==> config.mk <==
export PLATFORM = sky130hd
export DESIGN_NAME = circle_point_generator_top
export DESIGN_NICKNAME = d
export VERILOG_FILES = /design/src/rtl/core/cpg_pkg.sv /design/src/rtl/core/cpg_front.sv /design/src/rtl/core/cpg_step_fifo.sv /design/src/rtl/core/cpg_back.sv /design/src/rtl/core/circle_point_generator_top.sv
export VERILOG_INCLUDE_DIRS = /design/src /design/src/rtl/core
export SDC_FILE = /design/constraint.sdc
export NUM_CORES = 1
export LEC_CHECK = 0
export BUFFER_PORTS_ARGS = -buffer_cell sky130_fd_sc_hd__buf_4
export CORE_ASPECT_RATIO = 0.7
export CORE_UTILIZATION = 45
export CTS_CLUSTER_DIAMETER = 120
export DETAILED_ROUTE_END_ITERATION = 7
export HOLD_SLACK_MARGIN = 0.15
export PLACE_DENSITY = 0.67
export SLEW_MARGIN = 20
export SYNTH_ARGS = -nofsm -noshare
export SYNTH_HDL_FRONTEND = slang
export SYNTH_SLANG_ARGS = --single-unit
==> constraint.sdc <==
create_clock -name clk_i -period 5.5 [get_ports clk_i]
set_input_delay 0.825 -clock clk_i [delete_from_list [all_inputs] [get_ports clk_i]]
set_output_delay 0.825 -clock clk_i [all_outputs]
set_load 0.01 [all_outputs]
==> src/rtl/core/assert_macros.svh <==
// assertion macros shared by the circle point generator rtl
// expects clk_i and rst_ni in the scope of each use
`ifndef ASSERT_MACROS_SVH
`define ASSERT_MACROS_SVH

// property checked at each rising clock edge outside reset
`define CPG_ASSERT(label, prop) \
  label: assert property (@(posedge clk_i) disable iff (!rst_ni) (prop)) \
    else $error("cpg assertion failed");

// condition that must never be seen outside reset
`define CPG_ASSERT_NEVER(label, cond) \
  `CPG_ASSERT(label, !(cond))

`endif

==> src/rtl/core/cpg_pkg.sv <==
// shared types and constants for the circle point generator
// no dependencies
package cpg_pkg;

  localparam int unsigned COORD_W = 10;
  localparam int unsigned PIX_W   = COORD_W + 2;
  localparam int unsigned DEC_W   = COORD_W + 4;
  localparam int unsigned QDEPTH  = 4;
  localparam int unsigned QAW     = $clog2(QDEPTH);
  localparam int unsigned PIX_PER_STEP = 8;
  localparam int unsigned CNT_W   = $clog2(PIX_PER_STEP);

  // item kind codes
  localparam logic KIND_START   = 1'b0;
  localparam logic KIND_ADVANCE = 1'b1;

  // one input beat
  typedef struct packed {
    logic               kind;
    logic [COORD_W-1:0] center_x;
    logic [COORD_W-1:0] center_y;
    logic [COORD_W-1:0] radius;
  } item_t;

  // one result beat
  typedef struct packed {
    logic signed [PIX_W-1:0] pixel_x;
    logic signed [PIX_W-1:0] pixel_y;
    logic                    last_of_run;
    logic                    done_res;
  } pixel_t;

  // one octant step handed from front to back
  typedef struct packed {
    logic [COORD_W-1:0] cx;
    logic [COORD_W-1:0] cy;
    logic [COORD_W-1:0] x;
    logic [COORD_W-1:0] y;
    logic               done;
  } step_t;

  // queue status seen by front and back
  typedef struct packed {
    logic full;
    logic empty;
  } q_status_t;

endpackage

==> src/rtl/core/cpg_front.sv <==
// front end: accepts items, keeps the octant state, computes each step
// depends on cpg_pkg and assert_macros.svh
`include "assert_macros.svh"
module cpg_front (
  input  logic             clk_i,
  input  logic             rst_ni,
  input  logic             push_i,
  input  cpg_pkg::item_t   item_i,
  input  cpg_pkg::q_status_t q_stat_i,
  output logic             wr_o,
  output cpg_pkg::step_t   step_o
);
  import cpg_pkg::*;

  logic [COORD_W-1:0] cx_q, cx_d, cy_q, cy_d;
  logic [COORD_W-1:0] x_q, x_d, y_q, y_d;
  logic signed [DEC_W-1:0] dec_q, dec_d;
  logic active_q, active_d;

  logic accept;
  logic is_start;
  logic emit;
  logic [COORD_W-1:0] cur_cx, cur_cy, cur_x, cur_y;
  logic signed [DEC_W-1:0] cur_dec, dec_new;
  logic signed [DEC_W-1:0] x_ext, y_ext;
  logic signed [PIX_W-1:0] nx_s, ny_s;
  logic done;

  assign accept   = push_i && !q_stat_i.full;
  assign is_start = (item_i.kind == KIND_START);
  assign emit     = accept && (is_start || active_q);

  // operands of this step: fresh circle or stored state
  always_comb begin
    if (is_start) begin
      cur_cx  = item_i.center_x;
      cur_cy  = item_i.center_y;
      cur_x   = '0;
      cur_y   = item_i.radius;
      cur_dec = DEC_W'(signed'(3)) - (signed'({{(DEC_W-COORD_W){1'b0}}, item_i.radius}) <<< 1);
    end else begin
      cur_cx  = cx_q;
      cur_cy  = cy_q;
      cur_x   = x_q;
      cur_y   = y_q;
      cur_dec = dec_q;
    end
  end

  // midpoint decision update with x before its increment
  always_comb begin
    x_ext = signed'({{(DEC_W-COORD_W){1'b0}}, cur_x});
    y_ext = signed'({{(DEC_W-COORD_W){1'b0}}, cur_y});
    nx_s  = signed'({2'b00, cur_x}) + PIX_W'(signed'(1));
    if (cur_dec < 0) begin
      dec_new = cur_dec + (x_ext <<< 2) + DEC_W'(signed'(6));
      ny_s    = signed'({2'b00, cur_y});
    end else begin
      dec_new = cur_dec + ((x_ext - y_ext) <<< 2) + DEC_W'(signed'(10));
      ny_s    = signed'({2'b00, cur_y}) - PIX_W'(signed'(1));
    end
    done = (nx_s > ny_s);
  end

  // next state
  always_comb begin
    cx_d     = cx_q;
    cy_d     = cy_q;
    x_d      = x_q;
    y_d      = y_q;
    dec_d    = dec_q;
    active_d = active_q;
    if (emit) begin
      cx_d  = cur_cx;
      cy_d  = cur_cy;
      dec_d = dec_new;
      if (done) begin
        active_d = 1'b0;
        x_d      = '0;
        y_d      = '0;
      end else begin
        active_d = 1'b1;
        x_d      = nx_s[COORD_W-1:0];
        y_d      = ny_s[COORD_W-1:0];
      end
    end
  end

  always_ff @(posedge clk_i or negedge rst_ni) begin
    if (!rst_ni) begin
      cx_q     <= '0;
      cy_q     <= '0;
      x_q      <= '0;
      y_q      <= '0;
      dec_q    <= '0;
      active_q <= 1'b0;
    end else begin
      cx_q     <= cx_d;
      cy_q     <= cy_d;
      x_q      <= x_d;
      y_q      <= y_d;
      dec_q    <= dec_d;
      active_q <= active_d;
    end
  end

  // step record for the back end
  assign wr_o        = emit;
  assign step_o.cx   = cur_cx;
  assign step_o.cy   = cur_cy;
  assign step_o.x    = cur_x;
  assign step_o.y    = cur_y;
  assign step_o.done = done;

  `CPG_ASSERT(a_done_ends_circle, (wr_o && step_o.done) |=> !active_q)
  `CPG_ASSERT(a_start_goes_out, (accept && is_start) |-> wr_o)

endmodule

==> src/rtl/core/cpg_step_fifo.sv <==
// short queue of step records between front and back
// depends on cpg_pkg and assert_macros.svh
`include "assert_macros.svh"
module cpg_step_fifo (
  input  logic               clk_i,
  input  logic               rst_ni,
  input  logic               wr_i,
  input  cpg_pkg::step_t     wdata_i,
  input  logic               rd_i,
  output cpg_pkg::step_t     rdata_o,
  output cpg_pkg::q_status_t stat_o
);
  import cpg_pkg::*;

  step_t mem_q [QDEPTH];
  logic [QAW-1:0] wptr_q, wptr_d, rptr_q, rptr_d;
  logic [QAW:0]   cnt_q, cnt_d;
  logic do_wr, do_rd;

  assign stat_o.full  = (cnt_q == (QAW+1)'(QDEPTH));
  assign stat_o.empty = (cnt_q == '0);
  assign do_wr = wr_i && !stat_o.full;
  assign do_rd = rd_i && !stat_o.empty;

  // pointer and fill count
  always_comb begin
    wptr_d = do_wr ? wptr_q + QAW'(1) : wptr_q;
    rptr_d = do_rd ? rptr_q + QAW'(1) : rptr_q;
    cnt_d  = cnt_q;
    if (do_wr && !do_rd) begin
      cnt_d = cnt_q + (QAW+1)'(1);
    end else if (do_rd && !do_wr) begin
      cnt_d = cnt_q - (QAW+1)'(1);
    end
  end

  always_ff @(posedge clk_i or negedge rst_ni) begin
    if (!rst_ni) begin
      wptr_q <= '0;
      rptr_q <= '0;
      cnt_q  <= '0;
    end else begin
      wptr_q <= wptr_d;
      rptr_q <= rptr_d;
      cnt_q  <= cnt_d;
    end
  end

  // storage
  always_ff @(posedge clk_i) begin
    if (do_wr) begin
      mem_q[wptr_q] <= wdata_i;
    end
  end

  assign rdata_o = mem_q[rptr_q];

  `CPG_ASSERT_NEVER(a_no_write_when_full, wr_i && stat_o.full)
  `CPG_ASSERT_NEVER(a_no_read_when_empty, rd_i && stat_o.empty)

endmodule

==> src/rtl/core/cpg_back.sv <==
// back end: expands each step record into eight pixels, one per cycle unless a stalled receiver holds the output
// depends on cpg_pkg and assert_macros.svh
`include "assert_macros.svh"
module cpg_back (
  input  logic               clk_i,
  input  logic               rst_ni,
  input  cpg_pkg::step_t     step_i,
  input  cpg_pkg::q_status_t q_stat_i,
  output logic               rd_o,
  output cpg_pkg::pixel_t    pixel_o,
  output logic               empty_o,
  input  logic               pop_i
);
  import cpg_pkg::*;

  logic [CNT_W-1:0] cnt_q, cnt_d;
  logic   out_valid_q, out_valid_d;
  pixel_t out_q, out_d;
  logic   load;
  logic [COORD_W-1:0] a_sel, b_sel;
  logic signed [PIX_W-1:0] cx_s, cy_s, a_s, b_s;

  assign load = !q_stat_i.empty && (!out_valid_q || pop_i);
  assign rd_o = load && (cnt_q == CNT_W'(PIX_PER_STEP - 1));

  // symmetric pixel for the current index
  always_comb begin
    a_sel = cnt_q[CNT_W-1] ? step_i.y : step_i.x;
    b_sel = cnt_q[CNT_W-1] ? step_i.x : step_i.y;
    cx_s  = signed'({2'b00, step_i.cx});
    cy_s  = signed'({2'b00, step_i.cy});
    a_s   = signed'({2'b00, a_sel});
    b_s   = signed'({2'b00, b_sel});
    out_d.pixel_x     = cnt_q[1] ? cx_s - a_s : cx_s + a_s;
    out_d.pixel_y     = cnt_q[0] ? cy_s - b_s : cy_s + b_s;
    out_d.last_of_run = (cnt_q == CNT_W'(PIX_PER_STEP - 1));
    out_d.done_res    = step_i.done;
  end

  // pixel index and output valid
  always_comb begin
    cnt_d       = load ? cnt_q + CNT_W'(1) : cnt_q;
    out_valid_d = out_valid_q;
    if (load) begin
      out_valid_d = 1'b1;
    end else if (pop_i) begin
      out_valid_d = 1'b0;
    end
  end

  always_ff @(posedge clk_i or negedge rst_ni) begin
    if (!rst_ni) begin
      cnt_q       <= '0;
      out_valid_q <= 1'b0;
    end else begin
      cnt_q       <= cnt_d;
      out_valid_q <= out_valid_d;
    end
  end

  // output register
  always_ff @(posedge clk_i) begin
    if (load) begin
      out_q <= out_d;
    end
  end

  assign pixel_o = out_q;
  assign empty_o = !out_valid_q;

  `CPG_ASSERT(a_held_when_stalled, (out_valid_q && !pop_i) |=> (out_valid_q && $stable(out_q)))
  `CPG_ASSERT(a_last_frees_record, (load && out_d.last_of_run) |-> rd_o)

endmodule

==> src/rtl/core/circle_point_generator_top.sv <==
// top level of the midpoint circle pixel generator
// depends on cpg_pkg, cpg_front, cpg_step_fifo, cpg_back
//
// Input channel is a queue write side: drive item_i and raise push; the beat
// is taken at a rising edge with push high and full low. A start beat (kind 0)
// loads center and radius and yields the first octant step; an advance beat
// (kind 1) yields the next step, or nothing once the circle is finished.
// Each step gives eight pixel beats on the result side, a queue read side:
// pixel_o is valid while empty is low and is taken at an edge with pop high.
// The eighth pixel of a step has last_of_run set; every pixel of the final
// step has done_res set. A taken item's step is written into the step queue
// and then into the output register, from which pixel_o is driven.
// Throughput: one pixel per cycle at the output register while pop is high;
// the front takes an item per cycle until the four-entry step queue sets full.
// A stalled receiver holds the current pixel; the queue then fills and full
// rises. Reset clears the octant state, the queue and the output register
// valid; no circle is active after reset.
module circle_point_generator_top (
  input  logic            clk_i,
  input  logic            rst_ni,
  input  logic            push,
  output logic            full,
  input  cpg_pkg::item_t  item_i,
  output logic            empty,
  input  logic            pop,
  output cpg_pkg::pixel_t pixel_o
);
  import cpg_pkg::*;

  q_status_t q_stat;
  step_t     wr_step, rd_step;
  logic      q_wr, q_rd;

  cpg_front u_front (
    .clk_i    (clk_i),
    .rst_ni   (rst_ni),
    .push_i   (push),
    .item_i   (item_i),
    .q_stat_i (q_stat),
    .wr_o     (q_wr),
    .step_o   (wr_step)
  );

  cpg_step_fifo u_fifo (
    .clk_i   (clk_i),
    .rst_ni  (rst_ni),
    .wr_i    (q_wr),
    .wdata_i (wr_step),
    .rd_i    (q_rd),
    .rdata_o (rd_step),
    .stat_o  (q_stat)
  );

  cpg_back u_back (
    .clk_i    (clk_i),
    .rst_ni   (rst_ni),
    .step_i   (rd_step),
    .q_stat_i (q_stat),
    .rd_o     (q_rd),
    .pixel_o  (pixel_o),
    .empty_o  (empty),
    .pop_i    (pop)
  );

  assign full = q_stat.full;

endmodule
# Yosys cells after proc, flatten, opt, wreduce, memory -nomap -nowiden
# Memories as Yosys holds them, arrays and structs flattened.
# Cells that the tools add are included.
[totals]
n_memories = 1
word_cells = 76
mem_bits_rw = 164
regBits = 92
in_bits = 35
output_inout_bits = 28
[mem_list]
columns = ["name", "depth", "word_bits", "read_ports", "rd_ports_with_merged_regs", "write_ports", "line", "source"]
rows = [
  ["u_fifo.mem_q", 4, 41, 1, 0, 1, "cpg_step_fifo.sv:15", "step_t mem_q [QDEPTH];"],
]
[classes]
add_sub_neg = 17
n_bitwise = 1
n_mux = 20
n_reduce_logical = 18
n_lt_le_gt_ge = 2
eq_ne = 2
[op_table]
columns = ["op", "n"]
rows = [
  ["2-to-1 mux 10 bit", 8],
  ["2-to-1 mux 12 bit", 3],
  ["subtractor 10 x 10 -> 11 bit", 3],
  ["adder 14 x 13 -> 14 bit", 2],
  ["2-to-1 mux 14 bit", 2],
  ["adder 10 x 10 -> 11 bit", 2],
  ["adder 14 x 4 -> 14 bit, second input constant", 1],
  ["adder 14 x 5 -> 14 bit, second input constant", 1],
  ["< comparator 14 x 1 -> 1 bit, second input constant", 1],
  ["> comparator 12 bit", 1],
  ["subtractor 2 x 11 -> 12 bit, first input constant", 1],
  ["adder 10 x 1 -> 11 bit, second input constant", 1],
  ["subtractor 10 x 1 -> 11 bit, second input constant", 1],
  ["logical AND 1 bit", 8],
  ["adder 3 x 1 -> 3 bit, second input constant", 2],
  ["== test 3 bit, second input constant", 2],
  ["2-to-1 mux 3 bit", 2],
  ["logical NOT 1 bit", 5],
  ["2-to-1 mux 1 bit", 5],
  ["adder 2 x 1 -> 2 bit, second input constant", 2],
  ["nonzero test 2 bit", 2],
  ["logical NOT 3 bit", 1],
  ["subtractor 3 x 1 -> 3 bit, second input constant", 1],
  ["logical OR 1 bit", 2],
  ["inverter 1 bit", 1],
]

# Longest topological paths before layout
[depth]
word_depth = 9
ltp_mapped = 23

# Cells and area by module
# A second synthesis with hierarchy kept.
[hier_totals]
hier_cells = 1147
area_unflattened_um2 = 14473.9
[modules_own_cells]
columns = ["mod", "cells_per_inst", "area_per_inst_um2", "instances", "seq_area_each_um2"]
rows = [
  ["cpg_step_fifo", 251, 6399.9, 1, 5099.9],
  ["cpg_front", 591, 5173.7, 1, 1351.3],
  ["cpg_back", 305, 2900.3, 1, 880.8],
]

# Worst setup path before layout
# No wires, ideal clock.
[synth_timing]
path_type = "in2reg"
startpoint = "input item_i[30] in the netlist's numbering"
endpoint = "register u_front.dec_q[12]"
setup_slack_ps = 256
t_arrival_ps = 5110
path_buffers = 5
path_stages = 23
setup_time_ps = 134
required_ps = 5366
path_cell_list = "buf_2 > buf_2 > buf_2 > buf_2 > clkbuf_1 > nand2_1 > ha_1 > fa_1 > a21boi_0 > o22ai_1 > nor2b_1 > o21a_1 > nor2_1 > xnor2_1 > ha_1 > ha_1 > a21o_1 > a221oi_1 > o21ai_0 > a31oi_1 > xnor2_1 > a22oi_1 > o31ai_1"
[synth_between]
elab_chain_len = 5
elab_cells_between_ends = 13
cone_classes = "add/sub: 5; order compare: 1; mux: 4; bitwise: 1; reduce/logical: 2"
[synth_lines]
columns = ["item", "line", "source"]
rows = [
  ["start, declared", "circle_point_generator_top.sv:23", "input cpg_pkg::item_t item_i,"],
  ["2-to-1 mux 10 bit", "cpg_front.sv:35", "if (is_start) begin"],
  ["subtractor 10 x 10 -> 11 bit", "cpg_front.sv:59", "dec_new = cur_dec + ((x_ext - y_ext) <<< 2) + DEC_W'(signed'(10));"],
  ["adder 14 x 13 -> 14 bit", "cpg_front.sv:59", ""],
  ["adder 14 x 5 -> 14 bit", "cpg_front.sv:59", ""],
  ["2-to-1 mux 14 bit", "cpg_front.sv:55", "if (cur_dec < 0) begin"],
  ["end signal, assigned", "cpg_front.sv:95", "dec_q <= '0;"],
  ["end signal, assigned", "cpg_front.sv:102", "dec_q <= dec_d;"],
  ["end, declared", "cpg_front.sv:17", "logic signed [DEC_W-1:0] dec_q, dec_d;"],
]
# Several ways; a longest one is shown, not always the timed one.
# A chain may end at the register's enable or synchronous reset.

==> impl_metrics.env <==
export IMPL_status="complete, no violations"
export IMPL_crit_arrival_ns=5.09
export IMPL_ys_seq_elements=255
export IMPL_dieWidth_um=215
export IMPL_grt_max_degree=66
export IMPL_intPower_mw=6.52
export IMPL_p_sw_share_pct=38.8
export IMPL_dp_cells=1610
export IMPL_clock_skew_ns=0.0125
export IMPL_drive_gt1_share_pct=19.9
export IMPL_synth_top_area_share_pct=40.0
export IMPL_total_power_mw=10.6
export IMPL_start_util_pct=45.7
export IMPL_max_vdd_ir_drop_mv=0.401
export IMPL_final_cells=1658
export IMPL_yosysWarningCount=0
export IMPL_die_h_um=151
export IMPL_fin_nets=1370
export IMPL_power_density_nw_per_um2=652
export IMPL_setup_viol=0
export IMPL_r2r_cells=19
export IMPL_synth_main_ff_cell="edfxtp_1"
export IMPL_maxSlewHeadroom_pct=46.3
export IMPL_htree_levels=1
export IMPL_drt_iter0_drc=660
export IMPL_cts_tree="yes"
export IMPL_clockBufferDepth=3
export IMPL_path_class="input port to flip-flop"
export IMPL_critPathMaxFanout=8
export IMPL_syn_area_um2=14300
export IMPL_grt_pass1_vias=8629
export IMPL_wl_per_cell_um=18.9
export IMPL_io_pins=63
export IMPL_synth_distinct_cells=69
export IMPL_tightest_slew_ns=0.806
export IMPL_power_switching_mw=4.13
export IMPL_fin_setup_tns_ns=0
export IMPL_gp_congestion=0.897
export IMPL_synth_async_reset_ratio_pct=25.5
export IMPL_required_ns=5.90
export IMPL_layout_commonest_cell="edfxtp_1"
export IMPL_grtUsageTotal_pct=19.6
export IMPL_first_pass_iters=5
export IMPL_hpwl_um=22100
export IMPL_maxCapViolCount=0
export IMPL_fin_crit_sh_pct=85.3
export IMPL_die_area_um2=32500
export IMPL_cts_buffers_inserted=26
export IMPL_synth_adder_area_share_pct=10.7
export IMPL_postCtsSetupBuffers=0
export IMPL_setup_worst_path_end_class="flip-flop"
export IMPL_p_leak_nw=6.60
export IMPL_vias=9084
export IMPL_worstSkewPairLatency_ns=0.54
export IMPL_post_dp_cell_area_um2=15300
export IMPL_grt_overflow_total=0
export IMPL_seqPwrFrac_pct=30.4
export IMPL_ctsRootBufferMaster="clkbuf_16"
export IMPL_worst_slack_ns=0.806
export IMPL_yosys_area_top_type="edfxtp_1"
export IMPL_avgSynthCellArea_um2=12.5
export IMPL_postCtsHoldBufs=0
export IMPL_cts_resized=0
export IMPL_mostFrequentLayoutCells="edfxtp_1, ha_1, buf_4"
export IMPL_coreArea_um2=31200
export IMPL_routed_wl_um=31400
export IMPL_synth_area_top_cells="edfxtp_1, dfrtp_1, ha_1"
export IMPL_num_antenna_cells=0
export IMPL_yosysSeqAreaShare_pct=51.3
export IMPL_finish_instance_area_um2=16300
export IMPL_pwr_share_clk_pct=18.8
export IMPL_layout_min_cycle_time_ns=4.69
export IMPL_netlist_instances=1144
export IMPL_drc=0
export IMPL_portBuffers=62
export IMPL_cts_clk_slew_worst_paths_ns=0.07
export IMPL_holdWs_ns=0.289
export IMPL_synth_edf_count=190
export IMPL_yosys_area_share_simple_pct=8.26
export IMPL_p_comb_share_pct=50.8
export IMPL_cp_start_kind="input port"
export IMPL_antenna_found_initial=0
export IMPL_finalHoldViolCount=0
export IMPL_cts_sinks=255
export IMPL_viasPerCell=5.48
export IMPL_synthMuxAreaShare_pct=12.1
export IMPL_fin_util_pct=52.3
export IMPL_clock_fmax_ghz=0.213
export IMPL_place_ws_ns=0.314
export IMPL_synth_nets=1296
export IMPL_synth_compound_area_share_pct=9.94
export IMPL_area_growth_pct=14.3
export IMPL_report_final_slew_viol_count=0
export IMPL_grt_setup_unrepaired="no"
export IMPL_rows=54
export IMPL_grt_pass1_wl_um=49300
export IMPL_min_path_type="input port to async pin"
export IMPL_fillers=2661
export IMPL_synth_top_family_by_area="multiplexers"
export IMPL_ant_nets=0
export IMPL_synth_xor_area_share_pct=4.05
==> power groups by stage <==
| stage | registers, mW | clock network [mW] | logic, mW |
|---|---|---|---|
| 4_1_cts | 3.24 | 2.04 | 5.41 |
| 5_1_grt | 3.30 | 2.10 | 6.03 |
| 3_5_place_dp | 3.27 | 0 | 5.37 |
| 2_1_floorplan | 3.17 | 0 | 4.03 |
| 6_report | 3.23 | 2.00 | 5.41 |
| 3_3_place_gp | 3.25 | 0 | 5.28 |
==> flip-flops by register name, indices dropped and copies added, names as in the netlist <==
register and flops:
u_front.dec_q 13, u_fifo.rptr_q 2, u_front.cx_q 10, u_front.x_q 10, u_back.cnt_q 3, u_back.out_valid_q 1, u_fifo.wptr_q 2, u_fifo.cnt_q 3
u_fifo.mem_q 164, u_front.cy_q 10, u_front.active_q 1, u_back.pixel_o 26, u_front.y_q 10
==> routing by layer <==
metal / wire length, um / GRT usage [%] / vias to the layer above
met2: 13800 / 30.3 / 176
met5: 0 / 0 / -
li1: - / - / 4392
met1: 15900 / 29.6 / 4481
met4: 416 / 3.46 / 0
met3: 1200 / 2.79 / 35
==> synth_stat cells (3+ instances only) <==
cell type,count
inv_1,85
a221oi_1,3
or3_1,3
mux2_2,47
mux4_2,41
a21oi_1,55
nor2b_1,15
and2_1,17
buf_1,7
a21boi_0,4
nand2b_1,8
xor2_1,21
a211oi_1,7
edfxtp_1,190
nor3_1,20
o31ai_1,14
xnor2_1,45
o211ai_1,5
o311ai_0,3
mux2i_1,28
o41ai_1,5
o21a_1,12
a31oi_1,9
nand2_1,81
nor4_1,3
or2_2,4
and3_1,6
nand3_1,10
a21o_1,12
fa_1,8
dfrtp_1,65
o21bai_1,7
nand4_1,5
o21ai_0,48
buf_2,9
o21ai_1,9
clkbuf_1,24
ha_1,109
a211o_1,4
or4_1,3
nor2_1,55
==> path summary, 6_finish.rpt <==
path / from / slack (ns) / to
max: item_i[30] / 0.81 / u_front.dec_q[12]$_DFFE_PN0P_
min: rst_ni / 0.29 / u_front.dec_q[1]$_DFFE_PN0P_
max reg2reg: u_front.y_q[0]$_DFFE_PN0P_ / 0.93 / u_front.dec_q[12]$_DFFE_PN0P_
min reg2reg: u_front.dec_q[6]$_DFFE_PN0P_ / 0.48 / u_front.dec_q[6]$_DFFE_PN0P_
max in group asynchronous: rst_ni / 4.61 / u_fifo.rptr_q[1]$_DFFE_PN0P_
min in group clk_i: u_front.dec_q[6]$_DFFE_PN0P_ / 0.48 / u_front.dec_q[6]$_DFFE_PN0P_
==> cell families (layout without fill, tap and decap cells) <==
kind of cell | Yosys count | after routing
flip-flops | 255 | 255
AND/OR/NAND/NOR | 241 | 241
AO/OA/AOI/OAI | 219 | 219
buffers and inverters | 129 | 223
adder cells (fa/ha/maj) | 118 | 118
multiplexers | 116 | 116
XOR/XNOR | 66 | 66
==> critical path, stage by stage <==
cell and delay [ns]:
buf_4 0.17, mux2i_1 0.29, inv_1 0.17, ha_1 0.27
fa_1 0.44, a21boi_0 0.21, o22ai_1 0.16, nor2b_1 0.20
o21a_1 0.15, nor2_1 0.04, xnor2_1 0.12, ha_1 0.29
ha_1 0.36, a21o_1 0.22, a221oi_1 0.31, o21ai_0 0.23
a31oi_1 0.27, xnor2_1 0.11, a22oi_1 0.15, o31ai_1 0.09
==> final cells by class <==
cell class / instances / area, um2 / area share [%]
multi-input cells: 760 / 6470 / 39.7
well taps: 420 / 526 / 3.22
clock inverters: 15 / 244 / 1.50
clock buffers: 33 / 738 / 4.52
inverters: 87 / 327 / 2.00
flip-flops and latches: 255 / 7330 / 45.0
repair buffers: 88 / 677 / 4.15
Power figures use the tool's default switching activity.
